**src/design/quadrature_radio_tuner_assert.svh**
```systemverilog
// Assertion macros shared by the tuner RTL.
// Both macros sample on the rising edge of clk and are disabled during rst.
`ifndef QUADRATURE_RADIO_TUNER_ASSERT_SVH
`define QUADRATURE_RADIO_TUNER_ASSERT_SVH

// Consequent must hold in the same cycle as the antecedent.
`define QRT_ASSERT_SAME(lbl, ante, cons, msg) \
  lbl: assert property (@(posedge clk) disable iff (rst) (ante) |-> (cons)) else $error(msg);

// Consequent must hold in the cycle after the antecedent.
`define QRT_ASSERT_NEXT(lbl, ante, cons, msg) \
  lbl: assert property (@(posedge clk) disable iff (rst) (ante) |=> (cons)) else $error(msg);

`endif

```
**src/design/qrt_pkg.sv**
```systemverilog
`default_nettype none

package qrt_pkg;

  localparam int CFG_ADDR_W = 4;
  localparam int CFG_DATA_W = 32;

  localparam logic [7:0] MHZ_MIN_RESET = 8'd118;
  localparam logic [7:0] MHZ_MAX_RESET = 8'd136;
  localparam logic [7:0] KHZ_MIN_RESET = 8'd0;
  localparam logic [7:0] KHZ_MAX_RESET = 8'd99;

  // Only the first four encoders are wired to a frequency part.
  localparam int TUNED_ENCODERS = 4;

  localparam logic REQ_TICK = 1'b0;
  localparam logic REQ_LOAD = 1'b1;

  typedef enum logic [1:0] {
    REG_MHZ_MIN = 2'd0,
    REG_MHZ_MAX = 2'd1,
    REG_KHZ_MIN = 2'd2,
    REG_KHZ_MAX = 2'd3
  } cfg_reg_t;

  // Layout of the frequency byte store.
  localparam logic [2:0] F_A1_MHZ = 3'd0;
  localparam logic [2:0] F_A1_KHZ = 3'd1;
  localparam logic [2:0] F_A2_MHZ = 3'd2;
  localparam logic [2:0] F_A2_KHZ = 3'd3;
  localparam logic [2:0] F_S1_MHZ = 3'd4;
  localparam logic [2:0] F_S1_KHZ = 3'd5;
  localparam logic [2:0] F_S2_MHZ = 3'd6;
  localparam logic [2:0] F_S2_KHZ = 3'd7;

  typedef logic [7:0] freq_bytes_t [8];

  // Gray-coded pin pair (bit 0 = A, bit 1 = B) to a binary position.
  function automatic logic [1:0] decode_phase(input logic [1:0] pins);
    return {pins[0], pins[0] ^ pins[1]};
  endfunction

  // Adds half of the signed step count to a part and clamps it; the upper
  // bound is tested first, so inverted bounds give the maximum above it, else the minimum.
  function automatic logic [7:0] clamp_part(input logic [7:0] cur, input logic [7:0] cnt,
                                            input logic [7:0] lo, input logic [7:0] hi);
    logic signed [9:0] sum;
    logic [7:0] res;
    sum = $signed({2'b00, cur}) + $signed({{3{cnt[7]}}, cnt[7:1]});
    if (sum > $signed({2'b00, hi})) begin
      res = hi;
    end else if (sum < $signed({2'b00, lo})) begin
      res = lo;
    end else begin
      res = sum[7:0];
    end
    return res;
  endfunction

endpackage

`default_nettype wire

```
**src/design/qrt_if.sv**
```systemverilog
`default_nettype none

interface qrt_req_if;
  logic        valid;
  logic        ready;
  logic        req_type;
  logic [7:0]  enc_phases;
  logic [1:0]  swap_req;
  logic        apply_update;
  logic [15:0] load_active1;
  logic [15:0] load_active2;
  logic [15:0] load_standby1;
  logic [15:0] load_standby2;

  modport source (
    output valid, req_type, enc_phases, swap_req, apply_update,
           load_active1, load_active2, load_standby1, load_standby2,
    input  ready
  );
  modport sink (
    input  valid, req_type, enc_phases, swap_req, apply_update,
           load_active1, load_active2, load_standby1, load_standby2,
    output ready
  );
endinterface

interface qrt_rsp_if;
  logic        valid;
  logic        ready;
  logic [15:0] active1;
  logic [15:0] standby1;
  logic [15:0] active2;
  logic [15:0] standby2;

  modport source (output valid, active1, standby1, active2, standby2, input ready);
  modport sink (input valid, active1, standby1, active2, standby2, output ready);
endinterface

`default_nettype wire

```
**src/design/quadrature_radio_tuner.sv**
```systemverilog
// A result is registered and appears in the cycle after its request transaction.
// The tuner takes one request per cycle while each result is taken when shown.
// The one-deep result register holds a new request back only while a result waits.
// Reset (rst, synchronous, active high) clears the frequencies, step counts and
// swap history, restores the default bounds and marks the phase history unset.
`default_nettype none

`include "quadrature_radio_tuner_assert.svh"

module quadrature_radio_tuner #(
  parameter int NUM_ENCODERS = 4
) (
  input  wire logic                          clk,
  input  wire logic                          rst,
  qrt_req_if.sink                            req,
  qrt_rsp_if.source                          rsp,
  input  wire logic                          psel,
  input  wire logic                          penable,
  input  wire logic                          pwrite,
  input  wire logic [qrt_pkg::CFG_ADDR_W-1:0] paddr,
  input  wire logic [qrt_pkg::CFG_DATA_W-1:0] pwdata,
  output logic      [qrt_pkg::CFG_DATA_W-1:0] prdata,
  output logic                               pready
);
  import qrt_pkg::*;

  localparam int PHASE_W = (2 * NUM_ENCODERS > 8) ? 2 * NUM_ENCODERS : 8;
  localparam int TUNED = (NUM_ENCODERS < TUNED_ENCODERS) ? NUM_ENCODERS : TUNED_ENCODERS;

  logic [7:0] mhz_min, mhz_max, khz_min, khz_max;

  logic [1:0]  last_phase [NUM_ENCODERS];
  logic [1:0]  last_phase_next [NUM_ENCODERS];
  logic [7:0]  step_delta [NUM_ENCODERS];
  logic [7:0]  step_delta_next [NUM_ENCODERS];
  freq_bytes_t freq, freq_next;
  logic [1:0]  prev_swap, prev_swap_next;
  logic        phase_valid, phase_valid_next;
  logic        rsp_valid;

  logic               req_fire;
  logic               cfg_write;
  logic [PHASE_W-1:0] phases_ext;
  logic [1:0]         rise;
  logic               deltas_small;

  assign req_fire  = req.valid && req.ready;
  assign req.ready = !rsp_valid || rsp.ready;
  assign cfg_write = psel && penable && pwrite && pready;
  assign pready    = 1'b1;

  // Encoders whose pins lie past the input field read as zero phases.
  assign phases_ext = PHASE_W'(req.enc_phases);
  assign rise       = req.swap_req & ~prev_swap;

  always_comb begin
    logic [1:0] now;
    logic [1:0] diff;
    logic [7:0] tmp_mhz;
    logic [7:0] tmp_khz;
    last_phase_next  = last_phase;
    step_delta_next  = step_delta;
    freq_next        = freq;
    prev_swap_next   = prev_swap;
    phase_valid_next = phase_valid;
    now              = '0;
    diff             = '0;
    tmp_mhz          = '0;
    tmp_khz          = '0;
    if (req.req_type == REQ_LOAD) begin
      freq_next[F_A1_MHZ] = req.load_active1[15:8];
      freq_next[F_A1_KHZ] = req.load_active1[7:0];
      freq_next[F_A2_MHZ] = req.load_active2[15:8];
      freq_next[F_A2_KHZ] = req.load_active2[7:0];
      freq_next[F_S1_MHZ] = req.load_standby1[15:8];
      freq_next[F_S1_KHZ] = req.load_standby1[7:0];
      freq_next[F_S2_MHZ] = req.load_standby2[15:8];
      freq_next[F_S2_KHZ] = req.load_standby2[7:0];
    end else begin
      for (int k = 0; k < NUM_ENCODERS; k++) begin
        now  = decode_phase(phases_ext[2*k +: 2]);
        diff = last_phase[k] - now;
        if (!phase_valid) begin
          last_phase_next[k] = now;
        end else if (diff[0]) begin
          // Backward difference of one is a down step, of three an up step.
          last_phase_next[k] = now;
          step_delta_next[k] = step_delta[k] + (diff[1] ? 8'd1 : 8'hFF);
        end
      end
      phase_valid_next = 1'b1;

      if (req.apply_update) begin
        for (int k = 0; k < TUNED; k++) begin
          if (step_delta_next[k] != 8'd0) begin
            freq_next[F_S1_MHZ + 3'(k)] = clamp_part(freq[F_S1_MHZ + 3'(k)],
                step_delta_next[k],
                (k % 2 == 0) ? mhz_min : khz_min,
                (k % 2 == 0) ? mhz_max : khz_max);
          end
        end
        for (int k = 0; k < NUM_ENCODERS; k++) begin
          step_delta_next[k] = {7'd0, step_delta_next[k][0]};
        end
      end

      prev_swap_next = req.swap_req;
      if (rise[0]) begin
        tmp_mhz             = freq_next[F_S1_MHZ];
        tmp_khz             = freq_next[F_S1_KHZ];
        freq_next[F_S1_MHZ] = freq_next[F_A1_MHZ];
        freq_next[F_S1_KHZ] = freq_next[F_A1_KHZ];
        freq_next[F_A1_MHZ] = tmp_mhz;
        freq_next[F_A1_KHZ] = tmp_khz;
      end
      if (rise[1]) begin
        tmp_mhz             = freq_next[F_S2_MHZ];
        tmp_khz             = freq_next[F_S2_KHZ];
        freq_next[F_S2_MHZ] = freq_next[F_A2_MHZ];
        freq_next[F_S2_KHZ] = freq_next[F_A2_KHZ];
        freq_next[F_A2_MHZ] = tmp_mhz;
        freq_next[F_A2_KHZ] = tmp_khz;
      end
    end
  end

  always_ff @(posedge clk) begin
    if (rst) begin
      for (int k = 0; k < NUM_ENCODERS; k++) begin
        step_delta[k] <= '0;
      end
      for (int i = 0; i < 8; i++) begin
        freq[i] <= '0;
      end
      prev_swap   <= '0;
      phase_valid <= 1'b0;
      rsp_valid   <= 1'b0;
    end else begin
      if (req_fire) begin
        step_delta  <= step_delta_next;
        freq        <= freq_next;
        prev_swap   <= prev_swap_next;
        phase_valid <= phase_valid_next;
        rsp_valid   <= 1'b1;
      end else if (rsp.ready) begin
        rsp_valid   <= 1'b0;
      end
    end
  end

  // The phase history is only read once the valid flag is set.
  always_ff @(posedge clk) begin
    if (req_fire) begin
      last_phase <= last_phase_next;
    end
  end

  always_ff @(posedge clk) begin
    if (rst) begin
      mhz_min <= MHZ_MIN_RESET;
      mhz_max <= MHZ_MAX_RESET;
      khz_min <= KHZ_MIN_RESET;
      khz_max <= KHZ_MAX_RESET;
    end else if (cfg_write) begin
      case (cfg_reg_t'(paddr[3:2]))
        REG_MHZ_MIN: mhz_min <= pwdata[7:0];
        REG_MHZ_MAX: mhz_max <= pwdata[7:0];
        REG_KHZ_MIN: khz_min <= pwdata[7:0];
        REG_KHZ_MAX: khz_max <= pwdata[7:0];
        default: begin
        end
      endcase
    end
  end

  always_comb begin
    case (cfg_reg_t'(paddr[3:2]))
      REG_MHZ_MIN: prdata = CFG_DATA_W'(mhz_min);
      REG_MHZ_MAX: prdata = CFG_DATA_W'(mhz_max);
      REG_KHZ_MIN: prdata = CFG_DATA_W'(khz_min);
      REG_KHZ_MAX: prdata = CFG_DATA_W'(khz_max);
      default:     prdata = '0;
    endcase
  end

  assign rsp.valid    = rsp_valid;
  assign rsp.active1  = {freq[F_A1_MHZ], freq[F_A1_KHZ]};
  assign rsp.standby1 = {freq[F_S1_MHZ], freq[F_S1_KHZ]};
  assign rsp.active2  = {freq[F_A2_MHZ], freq[F_A2_KHZ]};
  assign rsp.standby2 = {freq[F_S2_MHZ], freq[F_S2_KHZ]};

  always_comb begin
    deltas_small = 1'b1;
    for (int k = 0; k < NUM_ENCODERS; k++) begin
      if (step_delta[k][7:1] != 7'd0) begin
        deltas_small = 1'b0;
      end
    end
  end

  `QRT_ASSERT_SAME(a_stall_blocks, rsp.valid && !rsp.ready, !req.ready, "request taken while result stalled")
  `QRT_ASSERT_NEXT(a_fire_shows, req_fire, rsp.valid, "accepted request produced no result")
  `QRT_ASSERT_NEXT(a_apply_clears, req_fire && req.req_type == REQ_TICK && req.apply_update, deltas_small, "step counts not reduced to their odd bit after apply")
  `QRT_ASSERT_NEXT(a_load_active1, req_fire && req.req_type == REQ_LOAD, rsp.active1 == $past(req.load_active1), "host load of radio one active lost")
  `QRT_ASSERT_NEXT(a_idle_holds, !req_fire, $stable({rsp.active1, rsp.standby1, rsp.active2, rsp.standby2}), "frequencies changed without a request")

endmodule

`default_nettype wire

```
**src/flat_wrapper.sv**
```systemverilog
// flat-port wrapper written by rule: the top's interface ports become plain ports
module quadrature_radio_tuner_flat import qrt_pkg::*;
#(
  parameter int NUM_ENCODERS = 4
)
  (clk, rst, psel, penable, pwrite, paddr, pwdata, prdata, pready, req_valid, req_req_type, req_enc_phases, req_swap_req, req_apply_update, req_load_active1, req_load_active2, req_load_standby1, req_load_standby2, req_ready, rsp_valid, rsp_active1, rsp_standby1, rsp_active2, rsp_standby2, rsp_ready);
  qrt_req_if req_i ();
  qrt_rsp_if rsp_i ();
  input  wire logic clk;
  input  wire logic rst;
  input  wire logic psel;
  input  wire logic penable;
  input  wire logic pwrite;
  input  wire logic [qrt_pkg::CFG_ADDR_W-1:0] paddr;
  input  wire logic [qrt_pkg::CFG_DATA_W-1:0] pwdata;
  output logic      [qrt_pkg::CFG_DATA_W-1:0] prdata;
  output logic pready;
  input wire logic [$bits(req_i.valid)-1:0] req_valid;
  input wire logic [$bits(req_i.req_type)-1:0] req_req_type;
  input wire logic [$bits(req_i.enc_phases)-1:0] req_enc_phases;
  input wire logic [$bits(req_i.swap_req)-1:0] req_swap_req;
  input wire logic [$bits(req_i.apply_update)-1:0] req_apply_update;
  input wire logic [$bits(req_i.load_active1)-1:0] req_load_active1;
  input wire logic [$bits(req_i.load_active2)-1:0] req_load_active2;
  input wire logic [$bits(req_i.load_standby1)-1:0] req_load_standby1;
  input wire logic [$bits(req_i.load_standby2)-1:0] req_load_standby2;
  output wire logic [$bits(req_i.ready)-1:0] req_ready;
  output wire logic [$bits(rsp_i.valid)-1:0] rsp_valid;
  output wire logic [$bits(rsp_i.active1)-1:0] rsp_active1;
  output wire logic [$bits(rsp_i.standby1)-1:0] rsp_standby1;
  output wire logic [$bits(rsp_i.active2)-1:0] rsp_active2;
  output wire logic [$bits(rsp_i.standby2)-1:0] rsp_standby2;
  input wire logic [$bits(rsp_i.ready)-1:0] rsp_ready;
  assign req_i.valid = req_valid;
  assign req_i.req_type = req_req_type;
  assign req_i.enc_phases = req_enc_phases;
  assign req_i.swap_req = req_swap_req;
  assign req_i.apply_update = req_apply_update;
  assign req_i.load_active1 = req_load_active1;
  assign req_i.load_active2 = req_load_active2;
  assign req_i.load_standby1 = req_load_standby1;
  assign req_i.load_standby2 = req_load_standby2;
  assign req_ready = req_i.ready;
  assign rsp_valid = rsp_i.valid;
  assign rsp_active1 = rsp_i.active1;
  assign rsp_standby1 = rsp_i.standby1;
  assign rsp_active2 = rsp_i.active2;
  assign rsp_standby2 = rsp_i.standby2;
  assign rsp_i.ready = rsp_ready;
  quadrature_radio_tuner #(.NUM_ENCODERS(NUM_ENCODERS)) u_core (.clk(clk), .rst(rst), .req(req_i), .rsp(rsp_i), .psel(psel), .penable(penable), .pwrite(pwrite), .paddr(paddr), .pwdata(pwdata), .prdata(prdata), .pready(pready));
endmodule
```
**config.mk**
```make
export PLATFORM = sky130hd
export DESIGN_NAME = quadrature_radio_tuner_flat
export DESIGN_NICKNAME = d
export VERILOG_FILES = /design/src/design/qrt_pkg.sv /design/src/design/qrt_if.sv /design/src/design/quadrature_radio_tuner.sv /design/src/flat_wrapper.sv
export VERILOG_INCLUDE_DIRS = /design/src /design/src/design
export SDC_FILE = /design/constraint.sdc
export NUM_CORES = 1
export LEC_CHECK = 0
export ABC_AREA = 1
export BUFFER_PORTS_ARGS = -buffer_cell sky130_fd_sc_hd__buf_2
export CAP_MARGIN = 0
export CORE_MARGIN = 10
export CORE_UTILIZATION = 45
export CTS_CLUSTER_SIZE = 14
export DETAILED_ROUTE_END_ITERATION = 12
export PLACE_DENSITY = 0.66
export SETUP_SLACK_MARGIN = 0.02
export SLEW_MARGIN = 10
export SYNTH_ARGS = -nofsm -noshare
export SYNTH_HDL_FRONTEND = slang
export SYNTH_SLANG_ARGS = --single-unit
```
**constraint.sdc**
```tcl
create_clock -name clk -period 7.3 [get_ports clk]
set_input_delay 0.365 -clock clk [delete_from_list [all_inputs] [get_ports clk]]
set_output_delay 0.365 -clock clk [all_outputs]
set_load 0.02 [all_outputs]
```
==> out/metrics.yaml, run 1 <==
synth-edff-count: 8
post_route_cells_drive_above_1_share_pct: 15.1
post_syn_area_sq_um: 12600
worst_setup_path_start_kind: "register"
ir_worst_vdd_uv: 155
drt_drc_violations_left: 0
grt_antenna_before_repair: 0
global_route.usage.total_pct: 23.1
design.final.nets: 2313
post-route-period-util_pct: 75.2
worst_setup_path_endpoint: "u_core.rsp.active2[0]"
first_iter_violations: 942
cts_made_buffers: 17
timing.max_cap.violations: 0
clkLatencyLatePin_ps: 450
min_path_type: "primary input to register"
floorplan.die.height_um: 188
pwr_density_cell_nw_per_um2: 203
gpl.final_weighted_congestion: 0.930
met2RoutedLength_um: 20100
synthesis.area_per_instance_sq_um: 6.46
crit_buf_inv: 8
tns_ps: 0
run_status: "complete, no violations"
die_area_sq_um: 35200
cp.depth: 37
drt-met1-wl_um: 17700
clock_sinks: 140
critical-path-max-stage-delay_ps: 370
p_leak_nw: 7.03
num_rows: 61
max_freq_mhz: 182
synth_seq_area_share_pct: 22.8
crit_arrival_ps: 5820
distinct_cell_type_count_of_the_synthesized_netlist: 56
tritoncts: "done"
clock_tree.root_cell: "sky130_fd_sc_hd__clkbuf_16"
netlist.area_leader.share_pct: 20.9
first_pass_iters: 5
yosysTopAreaCell: "sky130_fd_sc_hd__dfxtp_1"
worst_hold_slack_ps: 161
cp_most_frequent_cell: "sky130_fd_sc_hd__nand2_1"
start_util_pct: 45.6
grt_pass1_wl_um: 66800
route.antenna.remaining_nets: 0
buffer_ports.inserted: 166
number_of_pins_with_negative_max_slew_slack_in_the_final_report: 0
floorplan.core_area_sq_um: 27700
global_route.overflow_total: 0
worst_r2r_path_depth: 37
end_kind: "register"
holdBufCountCts: 0
critPathTopFamily: "simple AND/OR/NAND/NOR gates"
rsz_0062_raised_after_global_routing: "false"
slowest_stage: "sky130_fd_sc_hd__edfxtp_1"
number_of_cells_produced_by_synthesis: 1956
cts.repair_timing.setup_buffer_count: 0
flow.area_growth_from_synthesis_pct: 12.6
critical_path.reg2reg.endpoint: "u_core.rsp.active2[0]"
floorplan.die.width_um: 188
yosys-top-cells-area: "sky130_fd_sc_hd__dfxtp_1 21%, sky130_fd_sc_hd__nand2_1 15%, sky130_fd_sc_hd__ha_1 11%"
filler_instances: 2865
cp_data_required_time_ps: 7630
io_pins: 218
timing.setup.critical_path_class: "register to register"
worst_clock_skew_ps: 13.9
layout.cells.most_common_list: "490 x sky130_fd_sc_hd__nand2_1, 198 x sky130_fd_sc_hd__inv_1, 195 x sky130_fd_sc_hd__nor2_1"
met3WireLength_um: 3080
synth_warnings: 0
dr.max_layer_used: "met4"
vias_per_cell: 5.38
critical_path.startpoint: "u_core.last_phase[0]"
half_perimeter_wire_length_after_detailed_placement_um: 31500
tightestPinTransition_ps: 1150
postSynthRegisterBits: 140
max-slew-margin-rel_pct: 23.3
r2r_path_start: "u_core.last_phase[0]"
timing.final.crit_period_ps: 5490
largest_net_degree_at_the_start_of_global_routing: 74
async_flop_share_pct: 0
cts_max_level: 4
synth_top_flop_cell: "sky130_fd_sc_hd__dfxtp_1"
cts.repair.resized: 0
worst_setup_hold_path_clk_slew_ps: 70
route.final.wire_length_um: 42100
critical_path_peak_fanout: 9
cts_max_path_bufs: 2
avgRoutedWirePerCell_um: 17.0
vias: 13300
report.final.setup_viol: 0
timing.final.hold_violations: 0
commonest_non_fill_non_tap_cell_in_the_layout: "sky130_fd_sc_hd__nand2_1"
grt_pass1_vias: 12700
r2r_setup_slack_ps: 1810
count_of_antenna_diodes_in_the_layout: 0
-- report_power, final --
part | switching, mW | internal [mW]
Clock | 0.389 | 0.550
Sequential | 0.0460 | 0.813
Combinational | 0.723 | 0.367
Total | 1.16 | 1.73
-- per-layer routing --
layer / vias to the layer above / GRT usage (%)
met5: - / 0
met4: 0 / 8.77
met3: 82 / 4.56
met2: 443 / 39.2
met1: 6115 / 28.2
li1: 6656 / -
-- cells in the mapped netlist, drive strengths merged (5+ instances only) --
cell / instances
o21ai: 109
o21bai: 7
nand3b: 12
nand3: 200
nand2: 534
edfxtp: 8
o211ai: 16
dfxtp: 132
nor2: 200
o41ai: 6
buf: 38
xnor2: 15
or2: 8
nand4: 35
o221ai: 5
clkbuf: 54
inv: 209
ha: 108
a31oi: 11
a21oi: 173
xor2: 46
-- cell families (layout without fill, tap and decap cells) --
| family | count (synthesis) | in the layout | share of synthesized area [%] |
|---|---|---|---|
| fa+ha+maj | 112 | 112 | 11.3 |
| other cells | 2 | 25 | 0.0595 |
| xor+xnor | 61 | 61 | 4.94 |
| buf+inv | 301 | 417 | 10.0 |
| flops | 140 | 140 | 22.8 |
| compound gates | 347 | 347 | 15.6 |
| simple gates | 993 | 993 | 35.2 |
-- worst reg2reg max path: cells and delay by family, from the launching register on --
family          cells  cell delay (ps)
flops               1              370
buf+inv             8              560
xor+xnor            2              310
fa+ha+maj           4              980
compound gates      7             1270
simple gates       16             1920
-- layout make-up --
cell class	instances	area, sq um	area share (%)
Inverter	209	790	5.55
Sequential cell	140	2880	20.3
Tap cell	378	473	3.32
Timing Repair Buffer	176	908	6.39
Clock inverter	13	165	1.16
Multi-Input combinational cell	1538	8560	60.2
Clock buffer	19	443	3.11
-- per-stage QoR --
stage          cell area (sq um)  std cells  setup slack, ps  power [mW]  utilization [%]
6_report                   14200       2473             1810        2.89             51.3
2_1_floorplan              12700       1979             2570        1.68                -
3_3_place_gp               13600       2441             1630        1.93             49.2
4_1_cts                    14200       2473             1860        2.89             51.3
3_5_place_dp               13600       2441             1580        1.95             49.2
5_1_grt                    14200       2473             1220        3.06             51.3
-- registers in the layout, summed over array words and instances (netlist names) --
signal               flops
u_core.mhz_min           8
u_core.rsp.active1      16
u_core.rsp.valid         1
u_core.prev_swap         2
u_core.mhz_max           8
u_core.rsp.standby1     16
u_core.phase_valid       1
u_core.khz_max           8
u_core.rsp.standby2     16
u_core.last_phase        8
u_core.khz_min           8
u_core.step_delta       32
u_core.rsp.active2      16
-- how the worst min path moves through the flow --
stage / from / to / slack (ps) / cells past startpoint
2_1_floorplan: u_core.prev_swap[1] / u_core.prev_swap[1] / 430 / 2
3_3_place_gp: u_core.prev_swap[0] / u_core.prev_swap[0] / 440 / 2
3_5_place_dp: u_core.prev_swap[1] / u_core.prev_swap[1] / 450 / 2
4_1_cts: req_enc_phases[4] / u_core.last_phase[3] / 160 / 1
5_1_grt: req_enc_phases[0] / u_core.last_phase[7] / 160 / 1
6_report: req_enc_phases[4] / u_core.last_phase[3] / 160 / 1
Power figures use the tool's default switching activity.
==> run 2: changes to the inputs <==
- clock period: 7.3 -> 5.3 ns (I/O delays scaled with it)
==> out/metrics.yaml, run 2 (synthesis results as in run 1) <==
run_status: "complete, no violations"
avgRoutedWirePerCell_um: 17.2  # +1.1%
num_rows: 61  # unchanged
start_util_pct: 45.6  # unchanged
cts_max_level: 4  # unchanged
die_area_sq_um: 35200  # unchanged
whs_path_depth: 1  # unchanged
max_freq_mhz: 205  # +12%
clock_tree.root_cell: "sky130_fd_sc_hd__clkbuf_16"
floorplan.core_area_sq_um: 27700  # unchanged
tns_ps: 0  # unchanged
global_route.usage.total_pct: 23.7  # +0.60 points
drt_drc_violations_left: 0  # unchanged
critical-path-max-stage-delay_ps: 330  # -40 ps
count_of_antenna_diodes_in_the_layout: 0  # unchanged
met2RoutedLength_um: 20600  # +2.5%
clkLatencyLatePin_ps: 440  # about the same
post-route-period-util_pct: 92.2  # +17 points
internal_power_mw: 2.49  # +44%
power_frac_comb_pct: 39.0  # +1.3 points
timing.setup.critical_path_class: "register to register"
crit_arrival_ps: 5160  # -660 ps
worst_hold_slack_ps: 70.6  # -90.7 ps
post_route_cells_drive_above_1_share_pct: 17.7  # +2.7 points
power_switching_share_pct: 39.6  # -0.52 points
worst_hold_path.endpoint: "u_core.last_phase[3]"
worst_setup_hold_path_clk_slew_ps: 60  # about the same
route.antenna.remaining_nets: 0  # unchanged
p_switching_mw: 1.63  # +41%
crit_buf_inv: 7  # -1
slowest_stage: "sky130_fd_sc_hd__ha_1"
critical_path.reg2reg.endpoint: "u_core.rsp.active1[14]"
cts_max_path_bufs: 2  # unchanged
number_of_pins_with_negative_max_slew_slack_in_the_final_report: 0  # unchanged
largest_register_ffs: 32  # unchanged
met3WireLength_um: 3110  # +1.1%
gpl.final_weighted_congestion: 0.934  # +0.44%
dr.max_layer_used: "met4"
max-slew-margin-rel_pct: 21.9  # -1.4 points
critical_path_peak_fanout: 8  # -1
flow.area_growth_from_synthesis_pct: 16.4
first_iter_violations: 975  # +3.5%
p_leak_nw: 7.30  # +3.8%
tightestPinTransition_ps: 1170  # +21.2 ps
timing.max_cap.violations: 0  # unchanged
largest_net_degree_at_the_start_of_global_routing: 71  # -4.1%
commonest_non_fill_non_tap_cell_in_the_layout: "sky130_fd_sc_hd__nand2_1"
worst_clock_skew_ps: 15.6  # +1.77 ps
floorplan.die.width_um: 188  # unchanged
buffer_ports.inserted: 166  # unchanged
share_of_power_burned_in_registers_pct: 28.8  # -1.0 points
critPathTopFamily: "simple AND/OR/NAND/NOR gates"
design.final.nets: 2365  # +2.2%
grt_pass1_vias: 12900  # +1.7%
cp_data_required_time_ps: 5580  # -2050 ps
global_route.overflow_total: 0  # unchanged
report.final.setup_viol: 0  # unchanged
grt_pass1_wl_um: 68600  # +2.7%
r2r_path_start: "u_core.last_phase[6]"
end_kind: "register"
vias_per_cell: 5.39  # +0.25%
cts_made_buffers: 17  # unchanged
route.final.wire_length_um: 43500  # +3.2%
vias: 13600  # +2.4%
tritoncts: "done"
rsz_0062_raised_after_global_routing: "false"
r2r_setup_slack_ps: 410  # -1390 ps
regMostFlops: "u_core.step_delta"
worst_setup_path_start_kind: "register"
drt-met1-wl_um: 18300  # +3.9%
ir_worst_vdd_uv: 157  # +1.2%
floorplan.die.height_um: 188  # unchanged
layout.cells.most_common_list: "489 x sky130_fd_sc_hd__nand2_1, 198 x sky130_fd_sc_hd__inv_1, 195 x sky130_fd_sc_hd__nor2_1"
pwr-share-clk_pct: 32.2  # -0.3 points
first_pass_iters: 5  # unchanged
clock_sinks: 140  # unchanged
half_perimeter_wire_length_after_detailed_placement_um: 32400  # +3.1%
grt_antenna_before_repair: 0  # unchanged
worst_r2r_path_depth: 34  # -8.1%
min_path_type: "primary input to register"
pwr_density_cell_nw_per_um2: 280  # +38%
timing.final.hold_violations: 0  # unchanged
timing.final.crit_period_ps: 4890  # -605 ps
hold_path_startpoint: "req_enc_phases[4]"
io_pins: 218  # unchanged
[run 2: cell types whose count changed in the layout (fill, tap and decap cells not counted), moves of 2 or more]
cell,previous run,this run
sky130_fd_sc_hd__a211oi_1,4,1
sky130_fd_sc_hd__a21oi_1,161,158
sky130_fd_sc_hd__buf_4,11,62
sky130_fd_sc_hd__o21ai_0,99,89
sky130_fd_sc_hd__o21ai_1,4,13
sky130_fd_sc_hd__nand3_1,187,185
sky130_fd_sc_hd__nand2_2,35,37
sky130_fd_sc_hd__a211oi_2,0,3
sky130_fd_sc_hd__a21oi_2,12,15
sky130_fd_sc_hd__nand3_2,11,13
[run 2: timing repair]
item | in CTS | in global routing
resized for setup | 0 | 24
endpoints found under the setup margin | 0 | 64
setup buffers | 0 | 2
hold buffers | 0 | 0
[run 2: final cells by class]
type                       instances  area (sq um)
fill                            2862         13000
multi-input combinational       1539          8640
sequential                       140          2880
timing repair buffer             227          1290
inverter                         209           790
tap                              378           473
clock buffer                      19           433
clock inverter                    13           190
[run 2: worst max-delay path by stage]
stage / startpoint / end / slack [ps] / depth (start not counted)
2_1_floorplan: req_enc_phases[7] / u_core.rsp.standby2[0] / 670 / 37
3_3_place_gp: req_enc_phases[7] / u_core.rsp.active2[5] / 160 / 36
3_5_place_dp: req_enc_phases[7] / u_core.rsp.active2[5] / 100 / 36
4_1_cts: u_core.last_phase[0] / u_core.rsp.active2[5] / 230 / 35
5_1_grt: u_core.last_phase[2] / u_core.rsp.active2[13] / 10 / 33
6_report: u_core.last_phase[6] / u_core.rsp.active1[14] / 410 / 34
[run 2: power groups by stage]
| stage | Sequential [mW] | Combinational, mW | Clock [mW] |
|---|---|---|---|
| after floorplan | 1.24 | 1.07 | 0 |
| after global placement | 1.20 | 1.54 | 0 |
| after detailed placement | 1.21 | 1.56 | 0 |
| after CTS | 1.18 | 1.57 | 1.34 |
| after global routing | 1.19 | 1.80 | 1.39 |
| final | 1.18 | 1.61 | 1.33 |
[run 2: stage by stage]
step	instances	util (%)	power, mW	setup WS [ps]	cell area [sq um]
2_1_floorplan	1979	-	2.31	668	12700
3_3_place_gp	2490	50.5	2.74	157	14000
3_5_place_dp	2490	50.5	2.77	99.4	14000
4_1_cts	2522	52.7	4.09	231	14600
5_1_grt	2525	53.1	4.38	12.9	14700
6_report	2525	53.1	4.12	412	14700
[run 2: routing by layer]
| layer | global-route usage (%) | up-vias |
|---|---|---|
| met5 | 0 | - |
| met4 | 9.26 | 0 |
| met3 | 4.25 | 88 |
| met2 | 40.6 | 495 |
| met1 | 28.8 | 6266 |
| li1 | - | 6760 |
==> run 3: changes to the inputs <==
- PLACE_DENSITY: 0.66 -> 0.67
- SKIP_CTS_REPAIR_TIMING: not set -> 1
==> out/metrics.yaml, run 3 (synthesis results as in run 1) <==
dp.cells: 2478  # -0.48%
largest_register_ffs: 32  # unchanged
timing.max_cap.violations: 0  # unchanged
critical_path.startpoint: "u_core.last_phase[0]"
run_status: "complete, no violations"
clock_sinks: 140  # unchanged
timing.setup.critical_path_class: "register to register"
grt_pass1_vias: 12600  # -2.7%
die_area_sq_um: 35200  # unchanged
floorplan.die.width_um: 188  # unchanged
io_pins: 218  # unchanged
totalPowerFinal_mw: 3.95  # -4.1%
pwr_density_cell_nw_per_um2: 272  # -2.9%
flow.area_growth_from_synthesis_pct: 15.0
cp_most_frequent_cell: "sky130_fd_sc_hd__nand2_1"
critical-path-max-stage-delay_ps: 360  # +30 ps
global_route.overflow_total: 0  # unchanged
worst_setup_hold_path_clk_slew_ps: 60  # about the same
critPathTopFamily: "compound AO/OA/AOI/OAI gates"
max_freq_mhz: 203  # -0.95%
floorplan.core_area_sq_um: 27700  # unchanged
regMostFlops: "u_core.step_delta"
grt_pass1_wl_um: 67300  # -1.9%
crit_arrival_ps: 5220  # +60 ps
commonest_non_fill_non_tap_cell_in_the_layout: "sky130_fd_sc_hd__nand2_1"
post_route_cells_drive_above_1_share_pct: 17.1  # -0.62 points
clkLatencyLatePin_ps: 450  # about the same
clock_tree.root_cell: "sky130_fd_sc_hd__clkbuf_16"
global_route.usage.total_pct: 23.3  # -0.43 points
worst_clock_skew_ps: 11.9  # -3.75 ps
start_util_pct: 45.6  # unchanged
layoutNonFillerInstCount: 2509  # -0.63%
cts_max_path_bufs: 2  # unchanged
worst_setup_path_start_kind: "register"
grt_antenna_before_repair: 0  # unchanged
layout.cells.most_common_list: "487 x sky130_fd_sc_hd__nand2_1, 198 x sky130_fd_sc_hd__inv_1, 194 x sky130_fd_sc_hd__nor2_1"
gpl.final_weighted_congestion: 0.926  # -0.88%
r2r_setup_slack_ps: 370  # -50 ps
slowest_stage: "sky130_fd_sc_hd__edfxtp_1"
first_iter_violations: 964  # -1.1%
avgRoutedWirePerCell_um: 17.0  # -1.3%
dp_worst_setup_slack_ps: 62.0  # -37.4 ps
cp.depth: 36  # +5.9%
number_of_pins_with_negative_max_slew_slack_in_the_final_report: 0  # unchanged
critical_path_peak_fanout: 8  # unchanged
r2r_path_start: "u_core.last_phase[0]"
ir_worst_vdd_uv: 173  # +10%
tns_ps: 0  # unchanged
design.final.nets: 2350  # -0.63%
drt_drc_violations_left: 0  # unchanged
num_rows: 61  # unchanged
p_leak_nw: 7.21  # -1.2%
cts_max_level: 4  # unchanged
worst_r2r_path_depth: 36  # +5.9%
count_of_antenna_diodes_in_the_layout: 0  # unchanged
cts_made_buffers: 17  # unchanged
post-route-period-util_pct: 93.1  # +0.89 points
tightestPinTransition_ps: 1190  # +24.7 ps
largest_net_degree_at_the_start_of_global_routing: 74  # +4.2%
crit_buf_inv: 8  # +1
buffer_ports.inserted: 166  # unchanged
end_kind: "register"
critical_path.reg2reg.endpoint: "u_core.rsp.active2[4]"
timing.final.hold_violations: 0  # unchanged
report.final.setup_viol: 0  # unchanged
vias: 13500  # -0.51%
rsz_0062_raised_after_global_routing: "true"
floorplan.die.height_um: 188  # unchanged
min_path_type: "primary input to register"
timing.final.crit_period_ps: 4930  # +46.9 ps
cp_data_required_time_ps: 5590  # about the same
worst_setup_path_endpoint: "u_core.rsp.active2[4]"
route.antenna.remaining_nets: 0  # unchanged
hold_path_startpoint: "req_enc_phases[4]"
route.final.wire_length_um: 42600  # -2.0%
post-route-worst-setup-slack_ps: 365  # -46.9 ps
first_pass_iters: 5  # unchanged
half_perimeter_wire_length_after_detailed_placement_um: 32000  # -1.5%
max-slew-margin-rel_pct: 20.3  # -1.6 points
vias_per_cell: 5.40  # +0.13%
tritoncts: "done"
[run 3: how the worst min path moves through the flow]
| stage | endpoint | slack (ps) | depth (start not counted) |
|---|---|---|---|
| 2_1_floorplan | u_core.last_phase[1] | 360 | 0 |
| 3_3_place_gp | u_core.prev_swap[0] | 440 | 2 |
| 3_5_place_dp | u_core.prev_swap[0] | 450 | 2 |
| 4_1_cts | u_core.last_phase[3] | 60 | 1 |
| 5_1_grt | u_core.last_phase[3] | 70 | 1 |
| 6_report | u_core.last_phase[3] | 60 | 1 |
[run 3: area by class of cell]
type	count	area [sq um]
fillers	2856	13200
clock buffers	25	505
multi-input cells	1538	8630
repair buffers	213	1190
inverters	209	790
flip-flops and latches	140	2880
clock inverters	6	61.3
well taps	378	473
[run 3: power by group]
| part | switching [mW] | internal (mW) |
|---|---|---|
| Clock | 0.497 | 0.704 |
| Sequential | 0.0647 | 1.12 |
| Combinational | 1.01 | 0.550 |
[run 3: through the flow]
step                util [%]  instance area, sq um  hold slack, ps
CTS                     52.2                 14500            57.1
floorplan                  -                 12700             364
finish                  52.4                 14500            61.2
detailed placement      50.2                 13900             448
global route            52.4                 14500            67.5
global placement        50.2                 13900             439
[run 3: metal layers]
layer / vias up / wire [um] / global-route usage, %
li1: 6740 / - / -
met1: 6268 / 18100 / 28.8
met2: 468 / 20700 / 40.2
met3: 64 / 2970 / 4.58
met4: 0 / 891 / 6.49
met5: - / 0 / 0
